===== src/rtl/vass_pkg.sv =====
`default_nettype none
package vass_pkg;

   localparam int ANGLE_BITS    = 16;
   localparam int CORDIC_STAGES = 16;
   localparam int TABLE_LEN     = 24;

   localparam int COORD_W  = 32;
   localparam int DIFF_W   = COORD_W + 1;
   localparam int NORM_MSB = 40;
   localparam int XW       = NORM_MSB + 4;
   localparam int SHIFT_W  = 6;
   localparam int MSB_W    = 6;
   localparam int ACC_W    = 32;
   localparam int SECT_W   = 3;
   localparam int FWD_W    = 16;
   localparam int DZ_W     = 16;
   localparam int LOG2_W   = 2;

   localparam int REQ_DATA_W = 4 * COORD_W;
   localparam int RSP_DATA_W = 8;

   localparam int CSR_INDEX_W = 2;
   localparam int CSR_DATA_W  = 16;

   localparam logic [CSR_INDEX_W-1:0] CSR_ENABLE    = 2'd0;
   localparam logic [CSR_INDEX_W-1:0] CSR_LOG2      = 2'd1;
   localparam logic [CSR_INDEX_W-1:0] CSR_FORWARD   = 2'd2;
   localparam logic [CSR_INDEX_W-1:0] CSR_DEAD_ZONE = 2'd3;

   localparam logic [LOG2_W-1:0] LOG2_EIGHT = 2'd3;

   localparam logic [ACC_W-1:0] HALF_TURN = 32'h8000_0000;

   typedef struct packed {
      logic valid;
      logic held;
      logic zero;
   } vass_ctl_type;

   typedef struct packed {
      logic              enable;
      logic [LOG2_W-1:0] log2;
      logic [FWD_W-1:0]  forward;
      logic [DZ_W-1:0]   dead_zone;
   } vass_cfg_type;

   // arctangent of 2^-i as a fraction of a full turn, 32-bit binary angle
   function automatic logic [ACC_W-1:0] atan_turn(input int i);
      logic [ACC_W-1:0] r;
      case (i)
         0:       r = 32'h2000_0000;
         1:       r = 32'h12E4_051E;
         2:       r = 32'h09FB_385B;
         3:       r = 32'h0511_11D4;
         4:       r = 32'h028B_0D43;
         5:       r = 32'h0145_D7E1;
         6:       r = 32'h00A2_F61E;
         7:       r = 32'h0051_7C55;
         8:       r = 32'h0028_BE53;
         9:       r = 32'h0014_5F2F;
         10:      r = 32'h000A_2F98;
         11:      r = 32'h0005_17CC;
         12:      r = 32'h0002_8BE6;
         13:      r = 32'h0001_45F3;
         14:      r = 32'h0000_A2FA;
         15:      r = 32'h0000_517D;
         16:      r = 32'h0000_28BE;
         17:      r = 32'h0000_145F;
         18:      r = 32'h0000_0A30;
         19:      r = 32'h0000_0518;
         20:      r = 32'h0000_028C;
         21:      r = 32'h0000_0146;
         22:      r = 32'h0000_00A3;
         23:      r = 32'h0000_0051;
         default: r = '0;
      endcase
      return r;
   endfunction

endpackage
`default_nettype wire


===== src/rtl/vass_sector.sv =====
`default_nettype none
module vass_sector (
   input  wire logic                               clock,
   input  wire logic                               reset,
   input  wire logic                               advance,
   input  wire vass_pkg::vass_ctl_type             in_ctl,
   input  wire logic [vass_pkg::ACC_W-1:0]         in_acc,
   input  wire vass_pkg::vass_cfg_type             cfg,
   output logic                                    out_valid,
   output logic [vass_pkg::SECT_W-1:0]             out_sector,
   output logic                                    out_held
);
   import vass_pkg::*;

   vass_ctl_type           ctl_ff, ctl_in;
   logic [ANGLE_BITS-1:0]  rel_ff, rel_in;
   logic                   valid_ff;
   logic [SECT_W-1:0]      sector_ff, sector_in;
   logic                   held_ff;

   logic [ACC_W-1:0]       acc_eff, acc_rnd, fwd32;
   logic [ANGLE_BITS-1:0]  theta, fwd, r4, r8;

   always_comb begin
      // a zero vector counts as angle zero
      acc_eff = in_ctl.zero ? '0 : in_acc;
      acc_rnd = acc_eff + (ACC_W'(1) << (ACC_W - 1 - ANGLE_BITS));
      theta   = acc_rnd[ACC_W-1 -: ANGLE_BITS];
      fwd32   = {cfg.forward, (ACC_W-FWD_W)'(0)};
      fwd     = fwd32[ACC_W-1 -: ANGLE_BITS];
      rel_in  = theta - fwd;
      ctl_in  = in_ctl;
   end

   always_comb begin
      // half a sector of rounding before taking the top bits
      r4 = rel_ff + (ANGLE_BITS'(1) << (ANGLE_BITS - 3));
      r8 = rel_ff + (ANGLE_BITS'(1) << (ANGLE_BITS - 4));
      if (ctl_ff.held) begin
         sector_in = '0;
      end else if (cfg.log2 == LOG2_EIGHT) begin
         sector_in = r8[ANGLE_BITS-1 -: 3];
      end else begin
         sector_in = {1'b0, r4[ANGLE_BITS-1 -: 2]};
      end
   end

   always_ff @(posedge clock) begin
      if (reset) begin
         ctl_ff.valid <= 1'b0;
         valid_ff     <= 1'b0;
      end else if (advance) begin
         ctl_ff    <= ctl_in;
         valid_ff  <= ctl_ff.valid;
         rel_ff    <= rel_in;
         sector_ff <= sector_in;
         held_ff   <= ctl_ff.held;
      end
   end

   assign out_valid  = valid_ff;
   assign out_sector = sector_ff;
   assign out_held   = held_ff;

endmodule
`default_nettype wire


===== config.mk =====
export PLATFORM = sky130hd
export DESIGN_NAME = vass_sector
export DESIGN_NICKNAME = d
export VERILOG_FILES = /design/src/rtl/vass_pkg.sv /design/src/rtl/vass_sector.sv
export SDC_FILE = /design/constraint.sdc
export NUM_CORES = 1
export LEC_CHECK = 0
export ABC_AREA = 0
export BUFFER_PORTS_ARGS = -buffer_cell sky130_fd_sc_hd__clkbuf_2
export CAP_MARGIN = 15
export CORE_MARGIN = 2
export CORE_UTILIZATION = 40
export DETAILED_ROUTE_END_ITERATION = 16
export GPL_TIMING_DRIVEN = 1
export HOLD_SLACK_MARGIN = 0.05
export PLACE_DENSITY = 0.8
export SKIP_CTS_REPAIR_TIMING = 1
export SYNTH_ARGS = -nofsm -noshare
export SYNTH_HDL_FRONTEND = slang
export SYNTH_SLANG_ARGS = --single-unit
export TNS_END_PERCENT = 30

===== constraint.sdc =====
create_clock -name clock -period 2.9 [get_ports clock]
set_input_delay 0.29 -clock clock [delete_from_list [all_inputs] [get_ports clock]]
set_output_delay 0.29 -clock clock [all_outputs]
set_load 0.05 [all_outputs]

=== Word level (Yosys, flattened, before mapping) ===
Index checks and enable logic that the tools add are counted.

* Output and inout bits: 5
* Word-level logic and storage cells: 18
* Register bits: 23
* Input bits: 73

* Reduce and logical (&&, ||, !) cells: 2
* Bitwise operators: 2
* $add $sub $neg: 4
* Equal/unequal tests: 1
* Multiplexer cells: 2

{| class="wikitable"
|+ Operators by type and width
! kind !! number
|-
| adder 32 x 16 -> 32 bit, second input constant || 1
|-
| 2-to-1 mux 32 bit || 1
|-
| adder 16 x 13 -> 16 bit, second input constant || 1
|-
| adder 16 x 14 -> 16 bit, second input constant || 1
|-
| subtractor 16 bit || 1
|-
| == test 2 bit, second input constant || 1
|-
| 2-to-1 mux 2 bit || 1
|-
| NOT 1 bit || 2
|-
| AND reduction 2 bit || 1
|-
| OR reduction 2 bit || 1
|}

=== Depth between registers and ports, before layout ===
* Word-level depth: 3
* Mapped depth: 15
* Mapped depth without buffers: 13

=== Worst setup path after synthesis ===
Ideal clock, no wire load.

* Kind: input to register
* Start point: in in_ctl[0] (netlist name)
* End point: reg rel_ff[15], data pin
* Buffers on the path: 2
* Stages on the path: 14
* Data arrival time: 2884 ps
* Library setup time: 265 ps
* Setup slack: -249 ps
* Required time: 2635 ps
* Cell sequence: clkbuf_1 > nor2b_1 > ha_1 > nand4b_2 > or3_1 > buf_2 > or3_1 > a21oi_1 > ha_1 > inv_1 > o41ai_1 > a21oi_1 > o32ai_1 > xnor2_1

* Word-level cells in the longest chain between the ends: 3

{| class="wikitable"
|+ Ends and longest elaborated chain
! item !! line !! source
|-
| from (decl) || vass_sector.sv:6 || <nowiki>input wire vass_pkg::vass_ctl_type in_ctl,</nowiki>
|-
| 2-to-1 mux 32 bit || vass_sector.sv:26 || <nowiki>acc_eff = in_ctl.zero ? '0 : in_acc;</nowiki>
|-
| adder 32 x 16 -> 32 bit || vass_sector.sv:27 || <nowiki>acc_rnd = acc_eff + (ACC_W'(1) << (ACC_W - 1 - ANGLE_BITS));</nowiki>
|-
| subtractor 16 bit || vass_sector.sv:31 || <nowiki>rel_in = theta - fwd;</nowiki>
|-
| named net rel_in[15] || vass_sector.sv:16 || <nowiki>logic [ANGLE_BITS-1:0] rel_ff, rel_in;</nowiki>
|-
| to (signal assigned) || vass_sector.sv:55 || <nowiki>rel_ff <= rel_in;</nowiki>
|-
| to (decl) || vass_sector.sv:16 ||
|}

The timed path passes the listed nets, and every way through them passes these cells.
A chain may end at the register's enable or synchronous reset.

=== Worst setup path in the final report ===
* Start point: in in_acc[15] (netlist name)
* End point: reg rel_ff[15], data pin

* Word-level cells in the longest chain between the ends: 3

{| class="wikitable"
|+ Ends and longest elaborated chain
! item !! line !! source
|-
| from (decl) || vass_sector.sv:7 || <nowiki>input wire logic [vass_pkg::ACC_W-1:0] in_acc,</nowiki>
|-
| 2-to-1 mux 32 bit || vass_sector.sv:26 ||
|-
| adder 32 x 16 -> 32 bit || vass_sector.sv:27 ||
|-
| subtractor 16 bit || vass_sector.sv:31 ||
|-
| named net rel_in[15] || vass_sector.sv:16 ||
|}

The timed path passes the listed nets, and every way through them passes these cells.

==> metrics.txt <==
status=complete, no violations; CP required=about 2.9 ns; setup violators final=0; pwr/cell area=284 mW/mm^2; Layout area overhead=31.9%; Die Area=between 0.003 and 0.004 sq mm; P_leak=0.836 nW; Max-slew headroom=51.7%; root buffer cell=clkbuf_4; H-tree depth=1; drt pass-1 iters=4; DR iter-0 viols=40; die span in x=62.4 microns; Synth Cell Area=0.00137 sq mm; Critical Path Sink Type=register; nets@finish=326; DRC viols=0; Clock Skews=0.000149 ns; Peak VDD IR=0.122 mV; Bufs on Longest Clock Path=2; HP Class=in2reg; Cell variety after synth=35; Synth Register Bits=11; TritonCTS buffer count=3; CP arrival=approximately 2.7 ns; critical path class=in2reg; PortBufs=between 40 and 50; Finished Layout Cells=roughly 280; GRT overflow=0; Starting Density=41.3%; RSZ-0062 raised after global routing=no; placed cells=277; first-pass GRT wire length=just over 5000 microns; fin crit period=2.69 ns; n_diodes=0; Routed WL per cell=10.7 microns; fin area=0.00180 sq mm; CP startpoint kind=primary input; # rows=21; Least-Margin Pin Slew=0.723 ns; Max-Cap Viols=0; fmax=372 MHz; io pins=just under 80; clock latency at the later pin of the worst-skew pair=0.27 ns; Worst-path clk slew=0.07 ns; CTS tree=built; layout cells sized above 1=30.2%; Mean Syn Cell Area=7.81 sq um; CTS sink count=11; total wire length=3000 microns; net count after synthesis=265; Cells after Synth=175; Via density=5.09; Die Y=roughly 62 microns; pin count of the biggest net entering global routing=15; via count=about 1400; post-route ant nets=0; vias in the first global route=1334; sequential fraction of the synthesis area=22.7%; Final Hold Viols=0; DP HPWL=2470 microns; warnings from Yosys=0; initial antenna violation count=0; gr usage total=between 10% and 20%; placed standard-cell area=0.00177 sq mm; worst-path fanout max=7; final cycle utilization of the critical path=92.7%; Placer Congestion=0.842; max-slew violations=0; Core ar.=0.00331 sq mm
path summary, 6_finish.rpt:
kind,from,endpoint,slack (ns),cells past startpoint
max reg2reg,rel_ff[13]$_DFFE_PP_,out_sector[1]$_SDFFCE_PP0P_,1.71,4
min,in_ctl[1],ctl_ff[1]$_DFFE_PP_,0.19,1
max,in_acc[15],rel_ff[15]$_DFFE_PP_,0.21,13
min reg2reg,out_valid$_SDFFE_PP0P_,out_valid$_SDFFE_PP0P_,0.52,2
critical path: stages:
cell and delay, ns:
clkbuf_2 0.08, nor2b_1 0.14, ha_2 0.22, nand4b_4 0.10, or3_4 0.38, or3_1 0.36, a21oi_1 0.16, ha_1 0.17
nand3_2 0.12, o211ai_1 0.19, a21oi_1 0.10, o32ai_1 0.28, xnor2_1 0.12
per-stage QoR:
step / worst slack (ns) / hold slack (ns) / setup TNS [ns] / util, % / power (mW)
6_report: 0.212 / 0.193 / 0 / 54.4 / 0.511
5_1_grt: 0.0216 / 0.179 / 0 / 54.4 / 0.551
4_1_cts: 0.119 / 0.186 / 0 / 54.3 / 0.513
3_5_place_dp: -0.165 / 0.469 / -0.567 / 53.5 / 0.407
3_3_place_gp: -0.0993 / 0.468 / -0.295 / 53.5 / 0.402
2_1_floorplan: 0.0136 / 0.362 / 0 / - / 0.330
sequential cells by signal, summed over array words and instances, names as in the netlist:
register,flops
out_sector,3
rel_ff,4
out_valid,1
ctl_ff,2
out_held,1
cells in the mapped netlist:
master | instances | area, sq um
xor2_1 | 7 | 61.3
o221ai_1 | 1 | 8.76
or4_1 | 1 | 7.51
o21ai_0 | 9 | 45.0
nand2b_1 | 1 | 6.26
mux2i_1 | 2 | 20.0
o2111a_1 | 1 | 11.3
and3_1 | 1 | 6.26
xnor2_1 | 11 | 96.3
edfxtp_1 | 9 | 270
nor3_1 | 5 | 25.0
nand2_1 | 15 | 56.3
or2b_1 | 1 | 7.51
o211ai_1 | 2 | 15.0
and4bb_1 | 1 | 12.5
nand3_1 | 11 | 55.1
o2111ai_1 | 1 | 8.76
a21oi_1 | 12 | 60.1
inv_1 | 19 | 71.3
ha_1 | 17 | 213
buf_2 | 1 | 5.00
dfxtp_1 | 2 | 40.0
nor2b_1 | 8 | 50.1
a211oi_1 | 5 | 37.5
a31oi_1 | 1 | 6.26
o41ai_1 | 1 | 8.76
nand4_1 | 2 | 12.5
or3_1 | 4 | 25.0
clkbuf_1 | 2 | 7.51
o31a_1 | 1 | 8.76
nand4b_2 | 1 | 15.0
nor2_1 | 17 | 63.8
nand3b_1 | 1 | 7.51
o32ai_1 | 1 | 8.76
nor4_2 | 1 | 12.5
report_power, final:
part / internal (mW) / switching, mW / total, mW
Clock: 0.0533 / 0.0527 / 0.106
Sequential: 0.186 / 0.00579 / 0.192
Combinational: 0.0988 / 0.115 / 0.213
Total: 0.338 / 0.173 / 0.511
placed cells by master, fill, tap and decap left out, drive strengths merged, types with 4 or more instances in the layout:
cell type and instances:
nor2 17, nand2 15, buf 14, o21ai 9, a21oi 12, a211oi 5
xor2 7, or3 4, nor3 5, nand3 11, nor2b 8, inv 19
ha 17, xnor2 11, edfxtp 9, clkbuf 49
cell type report:
| type | count | area (sq um) |
|---|---|---|
| Clock buffer | 4 | 26.3 |
| Fill cell | 326 | 1510 |
| Inverter | 19 | 71.3 |
| Multi-Input combinational cell | 142 | 1010 |
| Sequential cell | 11 | 310 |
| Tap cell | 46 | 57.6 |
| Timing Repair Buffer | 59 | 330 |
logic make-up after synthesis:
logic type,after synthesis,synth area share (%)
AOI/OAI and AO/OA,35,16.0
muxes,2,1.47
buffers and inverters,22,6.14
adders and majority gates,17,15.6
xor gates and xnor gates,18,11.5
DFF,11,22.7
and+or+nand+nor,70,26.6
metal layers:
layer	vias to the layer above	global-route usage (%)	wire, microns
met5	-	0	0
met4	0	9.72	61
li1	743	-	-
met2	41	28.4	1490
met1	641	18.6	1330
met3	6	1.44	119
(Power assumes the default switching activity.)
