File: config.mk
export PLATFORM = sky130hd
export DESIGN_NAME = vass_prep
export DESIGN_NICKNAME = d
export VERILOG_FILES = /design/src/rtl/vass_pkg.sv /design/src/rtl/vass_prep.sv
export SDC_FILE = /design/constraint.sdc
export NUM_CORES = 1
export LEC_CHECK = 0
export ABC_AREA = 1
export BUFFER_PORTS_ARGS = -buffer_cell sky130_fd_sc_hd__buf_4
export CAP_MARGIN = 20
export CORE_ASPECT_RATIO = 0.9
export CORE_MARGIN = 4
export CORE_UTILIZATION = 35
export CTS_CLUSTER_DIAMETER = 100
export DETAILED_ROUTE_END_ITERATION = 16
export GPL_ROUTABILITY_DRIVEN = 0
export SLEW_MARGIN = 25
export SYNTH_ARGS = -nofsm -noshare
export SYNTH_HDL_FRONTEND = slang
export SYNTH_SLANG_ARGS = --single-unit
File: constraint.sdc
create_clock -name clock -period 33.1 [get_ports clock]
set_clock_uncertainty 0.05 [all_clocks]
set_input_delay 6.62 -clock clock [delete_from_list [all_inputs] [get_ports clock]]
set_output_delay 6.62 -clock clock [all_outputs]
set_load 0.02 [all_outputs]
File: src/rtl/vass_pkg.sv
`default_nettype none
package vass_pkg;

   localparam int ANGLE_BITS    = 16;
   localparam int CORDIC_STAGES = 16;
   localparam int TABLE_LEN     = 24;

   localparam int COORD_W  = 32;
   localparam int DIFF_W   = COORD_W + 1;
   localparam int NORM_MSB = 40;
   localparam int XW       = NORM_MSB + 4;
   localparam int SHIFT_W  = 6;
   localparam int MSB_W    = 6;
   localparam int ACC_W    = 32;
   localparam int SECT_W   = 3;
   localparam int FWD_W    = 16;
   localparam int DZ_W     = 16;
   localparam int LOG2_W   = 2;

   localparam int REQ_DATA_W = 4 * COORD_W;
   localparam int RSP_DATA_W = 8;

   localparam int CSR_INDEX_W = 2;
   localparam int CSR_DATA_W  = 16;

   localparam logic [CSR_INDEX_W-1:0] CSR_ENABLE    = 2'd0;
   localparam logic [CSR_INDEX_W-1:0] CSR_LOG2      = 2'd1;
   localparam logic [CSR_INDEX_W-1:0] CSR_FORWARD   = 2'd2;
   localparam logic [CSR_INDEX_W-1:0] CSR_DEAD_ZONE = 2'd3;

   localparam logic [LOG2_W-1:0] LOG2_EIGHT = 2'd3;

   localparam logic [ACC_W-1:0] HALF_TURN = 32'h8000_0000;

   typedef struct packed {
      logic valid;
      logic held;
      logic zero;
   } vass_ctl_type;

   typedef struct packed {
      logic              enable;
      logic [LOG2_W-1:0] log2;
      logic [FWD_W-1:0]  forward;
      logic [DZ_W-1:0]   dead_zone;
   } vass_cfg_type;

   // arctangent of 2^-i as a fraction of a full turn, 32-bit binary angle
   function automatic logic [ACC_W-1:0] atan_turn(input int i);
      logic [ACC_W-1:0] r;
      case (i)
         0:       r = 32'h2000_0000;
         1:       r = 32'h12E4_051E;
         2:       r = 32'h09FB_385B;
         3:       r = 32'h0511_11D4;
         4:       r = 32'h028B_0D43;
         5:       r = 32'h0145_D7E1;
         6:       r = 32'h00A2_F61E;
         7:       r = 32'h0051_7C55;
         8:       r = 32'h0028_BE53;
         9:       r = 32'h0014_5F2F;
         10:      r = 32'h000A_2F98;
         11:      r = 32'h0005_17CC;
         12:      r = 32'h0002_8BE6;
         13:      r = 32'h0001_45F3;
         14:      r = 32'h0000_A2FA;
         15:      r = 32'h0000_517D;
         16:      r = 32'h0000_28BE;
         17:      r = 32'h0000_145F;
         18:      r = 32'h0000_0A30;
         19:      r = 32'h0000_0518;
         20:      r = 32'h0000_028C;
         21:      r = 32'h0000_0146;
         22:      r = 32'h0000_00A3;
         23:      r = 32'h0000_0051;
         default: r = '0;
      endcase
      return r;
   endfunction

endpackage
`default_nettype wire

File: src/rtl/vass_prep.sv
`default_nettype none
module vass_prep (
   input  wire logic                               clock,
   input  wire logic                               reset,
   input  wire logic                               advance,
   input  wire logic                               in_valid,
   input  wire logic [vass_pkg::REQ_DATA_W-1:0]    in_data,
   input  wire vass_pkg::vass_cfg_type             cfg,
   output vass_pkg::vass_ctl_type                  out_ctl,
   output logic signed [vass_pkg::XW-1:0]          out_x,
   output logic signed [vass_pkg::XW-1:0]          out_y,
   output logic [vass_pkg::ACC_W-1:0]              out_acc
);
   import vass_pkg::*;

   // stage 1: differences
   vass_ctl_type             ctl1_ff, ctl1_in;
   logic signed [DIFF_W-1:0] dx1_ff, dx1_in, dz1_ff, dz1_in;
   // stage 2: magnitudes
   vass_ctl_type             ctl2_ff, ctl2_in;
   logic signed [DIFF_W-1:0] dx2_ff, dz2_ff;
   logic [DIFF_W-1:0]        ax2_ff, ax2_in, az2_ff, az2_in;
   // stage 3: dead zone and leading one
   vass_ctl_type             ctl3_ff, ctl3_in;
   logic signed [DIFF_W-1:0] dx3_ff, dz3_ff;
   logic [SHIFT_W-1:0]       sh3_ff, sh3_in;
   // stage 4: normalize and fold into the right half plane
   vass_ctl_type             ctl4_ff, ctl4_in;
   logic signed [XW-1:0]     x4_ff, x4_in, y4_ff, y4_in;
   logic [ACC_W-1:0]         acc4_ff, acc4_in;

   logic signed [COORD_W-1:0] vx, vz, sx, sz;
   logic [DIFF_W-1:0]         mor;
   logic [MSB_W-1:0]          msb;
   logic signed [XW-1:0]      xs, ys;

   assign vx = in_data[0*COORD_W +: COORD_W];
   assign vz = in_data[1*COORD_W +: COORD_W];
   assign sx = in_data[2*COORD_W +: COORD_W];
   assign sz = in_data[3*COORD_W +: COORD_W];

   always_comb begin
      ctl1_in = '{valid: in_valid, held: !cfg.enable, zero: 1'b0};
      dx1_in  = DIFF_W'(vx) - DIFF_W'(sx);
      dz1_in  = DIFF_W'(vz) - DIFF_W'(sz);
   end

   always_comb begin
      ctl2_in = ctl1_ff;
      ax2_in  = dx1_ff[DIFF_W-1] ? DIFF_W'(-dx1_ff) : DIFF_W'(dx1_ff);
      az2_in  = dz1_ff[DIFF_W-1] ? DIFF_W'(-dz1_ff) : DIFF_W'(dz1_ff);
   end

   always_comb begin
      mor = ax2_ff | az2_ff;
      msb = '0;
      for (int i = 0; i < DIFF_W; i++) begin
         if (mor[i]) msb = MSB_W'(i);
      end
      ctl3_in       = ctl2_ff;
      ctl3_in.held  = ctl2_ff.held
                      || ((ax2_ff < DIFF_W'(cfg.dead_zone)) && (az2_ff < DIFF_W'(cfg.dead_zone)));
      ctl3_in.zero  = (mor == '0);
      sh3_in        = SHIFT_W'(NORM_MSB) - SHIFT_W'(msb);
   end

   always_comb begin
      xs      = XW'(dz3_ff) <<< sh3_ff;
      ys      = XW'(dx3_ff) <<< sh3_ff;
      ctl4_in = ctl3_ff;
      if (xs[XW-1]) begin
         x4_in   = -xs;
         y4_in   = -ys;
         acc4_in = HALF_TURN;
      end else begin
         x4_in   = xs;
         y4_in   = ys;
         acc4_in = '0;
      end
   end

   always_ff @(posedge clock) begin
      if (reset) begin
         ctl1_ff.valid <= 1'b0;
         ctl2_ff.valid <= 1'b0;
         ctl3_ff.valid <= 1'b0;
         ctl4_ff.valid <= 1'b0;
      end else if (advance) begin
         ctl1_ff <= ctl1_in;
         dx1_ff  <= dx1_in;
         dz1_ff  <= dz1_in;
         ctl2_ff <= ctl2_in;
         dx2_ff  <= dx1_ff;
         dz2_ff  <= dz1_ff;
         ax2_ff  <= ax2_in;
         az2_ff  <= az2_in;
         ctl3_ff <= ctl3_in;
         dx3_ff  <= dx2_ff;
         dz3_ff  <= dz2_ff;
         sh3_ff  <= sh3_in;
         ctl4_ff <= ctl4_in;
         x4_ff   <= x4_in;
         y4_ff   <= y4_in;
         acc4_ff <= acc4_in;
      end
   end

   assign out_ctl = ctl4_ff;
   assign out_x   = x4_ff;
   assign out_y   = y4_ff;
   assign out_acc = acc4_ff;

endmodule
`default_nettype wire

* Word level (Yosys, flattened, before mapping)
Index checks and enable logic that the tools add are counted.
** Storage, ports and cells
- Flip-flop bits (word level) :: 400
- Output and inout port bits :: 123
** Cells by class
- Shift operators :: 2
- Bitwise gates (word level) :: 2
- Reductions and logical operators :: 5
- Mux-type cells :: 37
- Magnitude comparators :: 2
- Add/sub/neg operators :: 7
** Operator list (count)
- $mux W6 :: 31
- $mux W32 :: 3
- $neg A44 Y44 :: 2
- $sshl A33 B6 Y44 :: 2
- $lt A33 B16 Y1 :: 2
- $neg A33 Y33 :: 2
- $sub A32 B32 Y33 :: 2
- $mux W44 :: 1
- $mux W43 :: 1
- $logic_not A33 Y1 :: 1
- $or A33 B33 Y33 :: 1
- $sub A6 B6 Y6 const A :: 1
- $reduce_and A2 Y1 :: 1
- $logic_and A1 B1 Y1 :: 1
- $logic_not A1 Y1 :: 1
- $logic_or A1 B1 Y1 :: 1
- $mux W1 :: 1
- $not A1 Y1 :: 1

* Logic depth before layout (Yosys ltp)
Gate-level depths: netlist of run 1.
- Depth after elaboration :: 34
- Depth in mapped cells :: 36
- Gate-level depth less buffers :: 36

* Worst setup path before layout of run 1
OpenSTA, ideal clock, no wires.
- Path kind :: input -> register
- Start :: in advance
- End :: reg ax2_ff[10] (enable)
- Cell stages on the path :: 2
- Setup slack :: 10.242 ns
- Buffers on the path :: 0
- Library setup time :: 1.094 ns
- Arrival :: 21.714 ns
- Data required time :: 31.956 ns
- Cell sequence :: inv_1 nor2_1
** Between the ends
- Word-level cells in the longest chain between the ends :: 1
** Ends and longest elaborated chain
- start: declaration :: line vass_prep.sv:5 : input wire logic advance,
- $reduce_and A2 Y1 (no source line)
- end signal: assignment :: line vass_prep.sv:95 : ax2_ff <= ax2_in;
- end: declaration :: line vass_prep.sv:22 : logic [DIFF_W-1:0] ax2_ff, ax2_in, az2_ff, az2_in;
Every way passes these cells.
A chain may end at the register's enable or synchronous reset.

* Worst setup path in the final report of run 1
- Start :: in in_data[32] in the netlist's numbering
- End :: reg dz1_ff[30], data pin
** Between the ends
- Word-level cells in the longest chain between the ends :: 1
** Ends and longest elaborated chain
- start: declaration :: line vass_prep.sv:7 : input wire logic [vass_pkg::REQ_DATA_W-1:0] in_data,
- $sub A32 B32 Y33 :: line vass_prep.sv:45 : dz1_in = DIFF_W'(vz) - DIFF_W'(sz);
- net dz1_in[30] :: line vass_prep.sv:18 : logic signed [DIFF_W-1:0] dx1_ff, dx1_in, dz1_ff, dz1_in;
- end signal: assignment :: line vass_prep.sv:91 : dz1_ff <= dz1_in;
- end: declaration :: line vass_prep.sv:18
The timed path passes the listed nets, and every way through them passes these cells.

==> impl_metrics.py, run 1 <==
metrics = {
    "critical_path": {
        "worst-path-stages": 18,
        "crit_family": "compound AO/OA/AOI/OAI gates",
        "path_cells": "buf_4 -> inv_1 -> ha_1 -> fa_1 -> inv_1 -> a31oi_1 -> o21ai_0 -> a41oi_1 -> o221ai_1 -> nand3_1 -> nand2_1 -> a21oi_1 -> o21ai_0 -> nand4_1 -> nand2_1 -> nand3_1 -> nand3_1 -> xor2_1",
        "critPathCapture": "dz1_ff[30]",
        "path_buf_inv": 3,
        "start_kind": "input port",
        "cp.arrival_ns": 9.69,
        "ff2ff_setup_slack_ns": 28.25,
        "cp-end-kind": "flip-flop",
        "reg2reg_depth": 18,
        "reg2reg_to": "out_y[40]",
        "path_class": "in -> reg",
        "r2r_start": "sh3_ff[1]",
        "startpoint": "in_data[32]",
        "worst_path_max_delay_cell": "fa_1",
        "required_ns": 33.36,
        "path_common_cell": "nand3_1",
        "cp_max_fo": 3,
        "cpPeakStageDelay_ns": 0.40,
    },
    "clock_tree": {
        "cts_tree": "done",
        "clock-root-buffer": "clkbuf_16",
        "numCtsBuffers": 41,
        "post_cts_resized": 0,
        "path_clk_slew_ns": 0.06,
        "cts.htree.levels": 2,
        "cts.sinks": 367,
        "post_cts_buffers": 0,
        "clock_path_buffers": 3,
        "hold_buffers": 0,
        "insertion_delay_ns": 0.58,
    },
    "pwr": {
        "vdd_drop_max_mv": 0.0306,
        "power.density_mw_per_mm2": 48.1,
        "p_leak_nw": 11.4,
    },
    "global_route": {
        "grt-ovfl-total": 0,
        "grt_max_degree": 194,
        "antenna_found_initial": 0,
        "grt_usage_pct": 15.7,
        "grt_pass1_wl_um": 88900,
        "grt_pass1_vias": 16700,
    },
    "cells_and_area": {
        "antennaDiodeCount": 0,
        "nNetsFinal": 3060,
        "drive_gt1_share_pct": 14.3,
        "instances_no_fill": 3686,
        "area_delta_synth_final_pct": 16.2,
        "nFillCells": 6491,
        "layout.cells.most_common": "nand2_1",
        "layout_common_cells": "533 x nand2_1, 363 x edfxtp_1, 301 x inv_1, 254 x buf_4, 195 x nor2_1",
    },
    "routing": {
        "firstDrtPassIters": 7,
        "drt-initial-drc-count": 1477,
        "drt_drc_violations_left": 0,
        "drtAntennaViolNets": 0,
        "drt-total-wl_um": 57400,
        "routedWlPerCell_um": 15.6,
        "vias_per_cell": 4.85,
        "num_vias": 17900,
    },
    "synth": {
        "ys_warn_count": 0,
        "ys.flop_type": "edfxtp_1",
        "synth_edf_count": 363,
        "yosysSeqAreaShare_pct": 47.4,
        "syn_area_mm2": 0.0232,
        "syn_inst": 2588,
        "ys_types": 59,
        "synthArstFlopShare_pct": 0,
        "ys_seq_elements": 367,
        "synth_area_per_cell_um2": 8.96,
    },
    "place": {
        "dp_hpwl_um": 44500,
        "port-buffer-count": 240,
        "placed_cells": 3613,
    },
    "timing": {
        "rsz0062_at_grt": "no",
        "finalMaxSlewViolations": 0,
        "setup_violations": 0,
        "worst_pin_slew_ns": 1.02,
        "final.min_clock_period_ns": 9.43,
        "period_share_pct": 28.5,
        "hold_viol": 0,
        "max-slew-margin-rel_pct": 31.8,
        "setup_tns_ns": 0,
        "max_freq_ghz": 0.106,
    },
    "min_path": {
        "hp-class": "reg -> reg",
        "hp-start": "dz2_ff[27]",
    },
    "floorplan": {
        "die_y_um": 252,
        "start_util_pct": 35.3,
        "die-width_um": 279,
        "core_mm2": 0.0656,
        "num_rows": 89,
        "die-area_mm2": 0.0704,
        "top_level_ports": 290,
    },
    "outcome": {
        "status": "finished, final reports clean",
    },
    "flow_run": {
        "drv_cap": 0,
    },
}
==> cell usage after synthesis, types with 10 or more instances <==
master,count,area [um2]
nand2_1,533,2000
edfxtp_1,363,10900
inv_1,301,1130
nor2_1,196,736
o21ai_0,162,811
xor2_1,132,1160
a21oi_1,111,556
ha_1,99,1240
o21ai_1,82,410
xnor2_1,75,657
nand3_1,68,340
buf_4,43,323
mux2i_1,41,410
clkbuf_1,35,131
nor3_1,34,170
buf_2,33,165
nand4_1,31,194
o22ai_1,30,188
a31oi_1,20,125
inv_2,16,60.1
nor2_2,16,100
nand2_2,14,87.6
o21ai_2,13,114
o211ai_1,12,90.1
a211oi_1,10,75.1
==> cell type report <==
class | count | area, um2 | share of cell area (%)
multi-input combinational | 1805 | 10400 | 38.6
tap | 864 | 1080 | 4.01
clock buffer | 47 | 1070 | 3.97
inverter | 322 | 1210 | 4.50
clock inverter | 26 | 280 | 1.04
timing repair buffer | 255 | 1930 | 7.15
sequential | 367 | 11000 | 40.8
==> state kept, by name, summed over array words and instances (netlist names), 3 cells and up <==
register  count
out_ctl       3
dx1_ff       33
out_y        44
sh3_ff        6
dz1_ff       33
dx2_ff       33
dz3_ff       33
ctl3_ff       3
az2_ff       32
dz2_ff       33
out_x        44
dx3_ff       33
ax2_ff       32
==> cell families after synthesis <==
kind of cell	Yosys count	synth area share [%]
and+or+nand+nor	940	17.3
AOI/OAI and AO/OA	485	11.9
buffers and inverters	446	8.33
DFF	367	47.4
xor gates and xnor gates	207	7.82
adders and majority gates	101	5.52
muxes	41	1.77
other	1	0.0162
==> report_power, final <==
group          total, mW  internal, mW  switching [mW]
Combinational      0.254        0.0946           0.160
Clock              0.459         0.272           0.187
Sequential         0.581         0.559          0.0222
==> worst min path at each step <==
stage                 endpoint  cells after the start
global route         dx3_ff[4]                      0
CTS                 dx3_ff[30]                      0
global placement    dz3_ff[15]                      0
floorplan           ctl2_ff[1]                      0
finish              dz3_ff[27]                      0
detailed placement  ctl2_ff[1]                      0
==> per-layer routing <==
| metal | track usage, % | vias up | share of wire [%] |
|---|---|---|---|
| met4 | 5.29 | 0 | 3.4 |
| met3 | 2.39 | 114 | 6.3 |
| met5 | 0 | - | 0 |
| li1 | - | 9113 | - |
| met2 | 24.5 | 587 | 44 |
| met1 | 22.4 | 8055 | 46 |
==> worst reg2reg max path, delay by kind of cell (launching register included) <==
kind | cells | cell delay, ns
buf+inv | 3 | 1.39
simple gates | 10 | 1.21
mux | 2 | 0.81
compound gates | 2 | 0.62
flops | 1 | 0.32
xor+xnor | 1 | 0.17
==> metrics by stage <==
stage | hold slack [ns] | worst slack [ns] | cell area (um2) | utilization [%] | power, mW
floorplan | 0.350 | 10.24 | 23300 | - | 0.776
global placement | 0.352 | 23.01 | 25600 | 39.0 | 0.842
detailed placement | 0.355 | 23.02 | 25600 | 39.0 | 0.845
CTS | 0.360 | 23.61 | 26900 | 41.1 | 1.31
global route | 0.371 | 23.19 | 26900 | 41.1 | 1.36
finish | 0.360 | 23.67 | 26900 | 41.1 | 1.29
(Power assumes the default switching activity.)
==> inputs of run 2 (changes only) <==
clock period = 9.4 ns   (was 33.1 ns; I/O delays follow)
==> run 2 against run 1 <==
  * Flip-flop and latch count did not move
  * Hold slack improved by 0.0044 ns
  * Critical endpoint is now out_y[40]
  * Register-to-register slack got worse by 24 ns
  * First-iteration DRC count rose by 4.3%
  * Total power rose to 3.5 times the previous value
  * Clock power rose to 3.4 times the previous value
  * Global-route usage barely moved
  * Core utilization fell by 0.067 points
  * Die area did not move
  * Via count fell by 0.87%
  * Largest power group unchanged
  * Final area fell by 0.16%
  * Clock-buffer cell count rose by 5
==> impl_metrics.py, run 2 (synthesis results as in run 1) <==
metrics = {
    "pwr": {
        "p_clk_share_pct": 34.7,
        "p_leak_nw": 11.4,
        "power.density_mw_per_mm2": 167,
        "netSwitchingPower_mw": 1.29,
        "p_int_mw": 3.21,
        "vdd_drop_max_mv": 0.119,
        "power_switching_share_pct": 28.7,
        "fin_total_pwr_mw": 4.50,
        "p_seq_share_pct": 45.4,
        "power_frac_comb_pct": 19.9,
    },
    "routing": {
        "highest_layer": "met4",
        "drt-initial-drc-count": 1540,
        "m1WireLength_um": 26500,
        "wl_met2_um": 25400,
        "firstDrtPassIters": 6,
        "drtAntennaViolNets": 0,
        "routedWlPerCell_um": 15.5,
        "drt_drc_violations_left": 0,
        "vias_per_cell": 4.81,
        "drt-total-wl_um": 57300,
        "met3_length_um": 3610,
        "num_vias": 17700,
    },
    "clock_tree": {
        "hold_buffers": 0,
        "insertion_delay_ns": 0.57,
        "cts.htree.levels": 2,
        "cts.sinks": 367,
        "numCtsBuffers": 41,
        "path_clk_slew_ns": 0.06,
        "post_cts_resized": 0,
        "clock-root-buffer": "clkbuf_16",
        "clock_path_buffers": 3,
        "cts_tree": "done",
        "post_cts_buffers": 0,
    },
    "timing": {
        "rsz0062_at_grt": "no",
        "hold_viol": 0,
        "finalMaxSlewViolations": 0,
        "final.min_clock_period_ns": 4.87,
        "setup_tns_ns": 0,
        "worst_pin_slew_ns": 1.02,
        "setup_violations": 0,
        "max-slew-margin-rel_pct": 31.7,
        "period_share_pct": 51.8,
        "fin_worst_hold_slack_ns": 0.365,
        "max_freq_ghz": 0.205,
    },
    "floorplan": {
        "num_rows": 89,
        "die-width_um": 279,
        "core_mm2": 0.0656,
        "start_util_pct": 35.3,
        "die-area_mm2": 0.0704,
        "top_level_ports": 290,
        "die_y_um": 252,
    },
    "global_route": {
        "grt_pass1_wl_um": 88900,
        "grt-ovfl-total": 0,
        "antenna_found_initial": 0,
        "grt_pass1_vias": 16500,
        "grt_max_degree": 183,
        "grt_usage_pct": 15.7,
    },
    "cells_and_area": {
        "drive_gt1_share_pct": 14.3,
        "area_delta_synth_final_pct": 16.0,
        "antennaDiodeCount": 0,
        "finalInstanceArea_mm2": 0.0269,
        "layout_common_cells": "533 x nand2_1, 363 x edfxtp_1, 301 x inv_1, 254 x buf_4, 195 x nor2_1",
        "instances_no_fill": 3685,
        "layout.cells.most_common": "nand2_1",
        "nNetsFinal": 3060,
    },
    "critical_path": {
        "reg2reg_depth": 18,
        "ff2ff_setup_slack_ns": 4.53,
        "cp-end-kind": "flip-flop",
        "reg2reg_to": "out_y[40]",
        "path_class": "reg -> reg",
        "r2r_start": "sh3_ff[1]",
        "cp_max_fo": 58,
        "startpoint": "sh3_ff[1]",
        "cp.arrival_ns": 5.11,
        "required_ns": 9.64,
        "start_kind": "flip-flop",
    },
    "place": {
        "port-buffer-count": 240,
        "placed_cells": 3613,
        "dpl-instance-area_mm2": 0.0256,
        "dp_hpwl_um": 44700,
    },
    "min_path": {
        "hp-start": "dz2_ff[20]",
        "hp-class": "reg -> reg",
        "whs_path_depth": 0,
        "min_to": "dz3_ff[20]",
    },
    "flow_run": {
        "drv_cap": 0,
    },
    "outcome": {
        "status": "finished, final reports clean",
    },
}
==> run 2: cell count changes in the layout (fill, tap and decap cells not counted), sizes merged <==
cell | before | now
bufinv | 5 | 3
clkbuf | 47 | 52
clkinv | 22 | 17
inv | 319 | 320
==> run 2: cell type report <==
cell class                      count  area, um2
Fill cell                        6550      38700
Sequential cell                   367      11000
Multi-Input combinational cell   1805      10400
Timing Repair Buffer              255       1930
Inverter                          322       1210
Clock buffer                       52       1090
Tap cell                          864       1080
Clock inverter                     20        218
==> run 2: metal layers <==
layer / vias to the layer above / global-route usage (%)
met5: - / 0
met4: 0 / 5.10
met3: 102 / 2.42
met2: 536 / 24.7
met1: 7973 / 22.4
li1: 9103 / -
==> run 2: how the worst max path moves through the flow <==
| stage | end | slack [ns] | cells past startpoint |
|---|---|---|---|
| finish | out_y[40] | 4.53 | 18 |
| global route | out_x[40] | 4.21 | 23 |
| CTS | out_y[40] | 4.67 | 21 |
| detailed placement | dz1_ff[30] | 4.07 | 18 |
| global placement | dz1_ff[30] | 4.05 | 18 |
| floorplan | ax2_ff[10] | 1.59 | 2 |
==> run 2: per-stage QoR <==
step           util (%)  setup slack [ns]
6_report           41.0              4.53
5_1_grt            41.0              4.21
3_5_place_dp       39.0              4.07
3_3_place_gp       39.0              4.05
4_1_cts            41.0              4.67
2_1_floorplan         -              1.59
==> run 2: worst max-delay path, stage by stage, from the launching register on <==
cell and delay [ns]:
edfxtp_1 0.32, buf_4 0.45, clkinv_2 0.82, mux2i_1 0.59, mux2i_1 0.25, o21ai_1 0.44, or2_1 0.23, nand2_1 0.08
nor2_1 0.10, nand3_1 0.10, nor2_2 0.14, nand2_2 0.09, nor2_4 0.12, nand2_2 0.08, nor2_2 0.18, inv_2 0.08
o21ai_2 0.19, nand2_1 0.09, xnor2_1 0.15
==> run 2: power by group through the flow <==
stage | combinational, mW | clock, mW | sequential [mW]
after floorplan | 0.619 | 0 | 2.09
after global placement | 0.885 | 0 | 2.08
after detailed placement | 0.894 | 0 | 2.08
after CTS | 0.896 | 1.61 | 2.05
after global routing | 1.00 | 1.68 | 2.06
final | 0.895 | 1.56 | 2.05
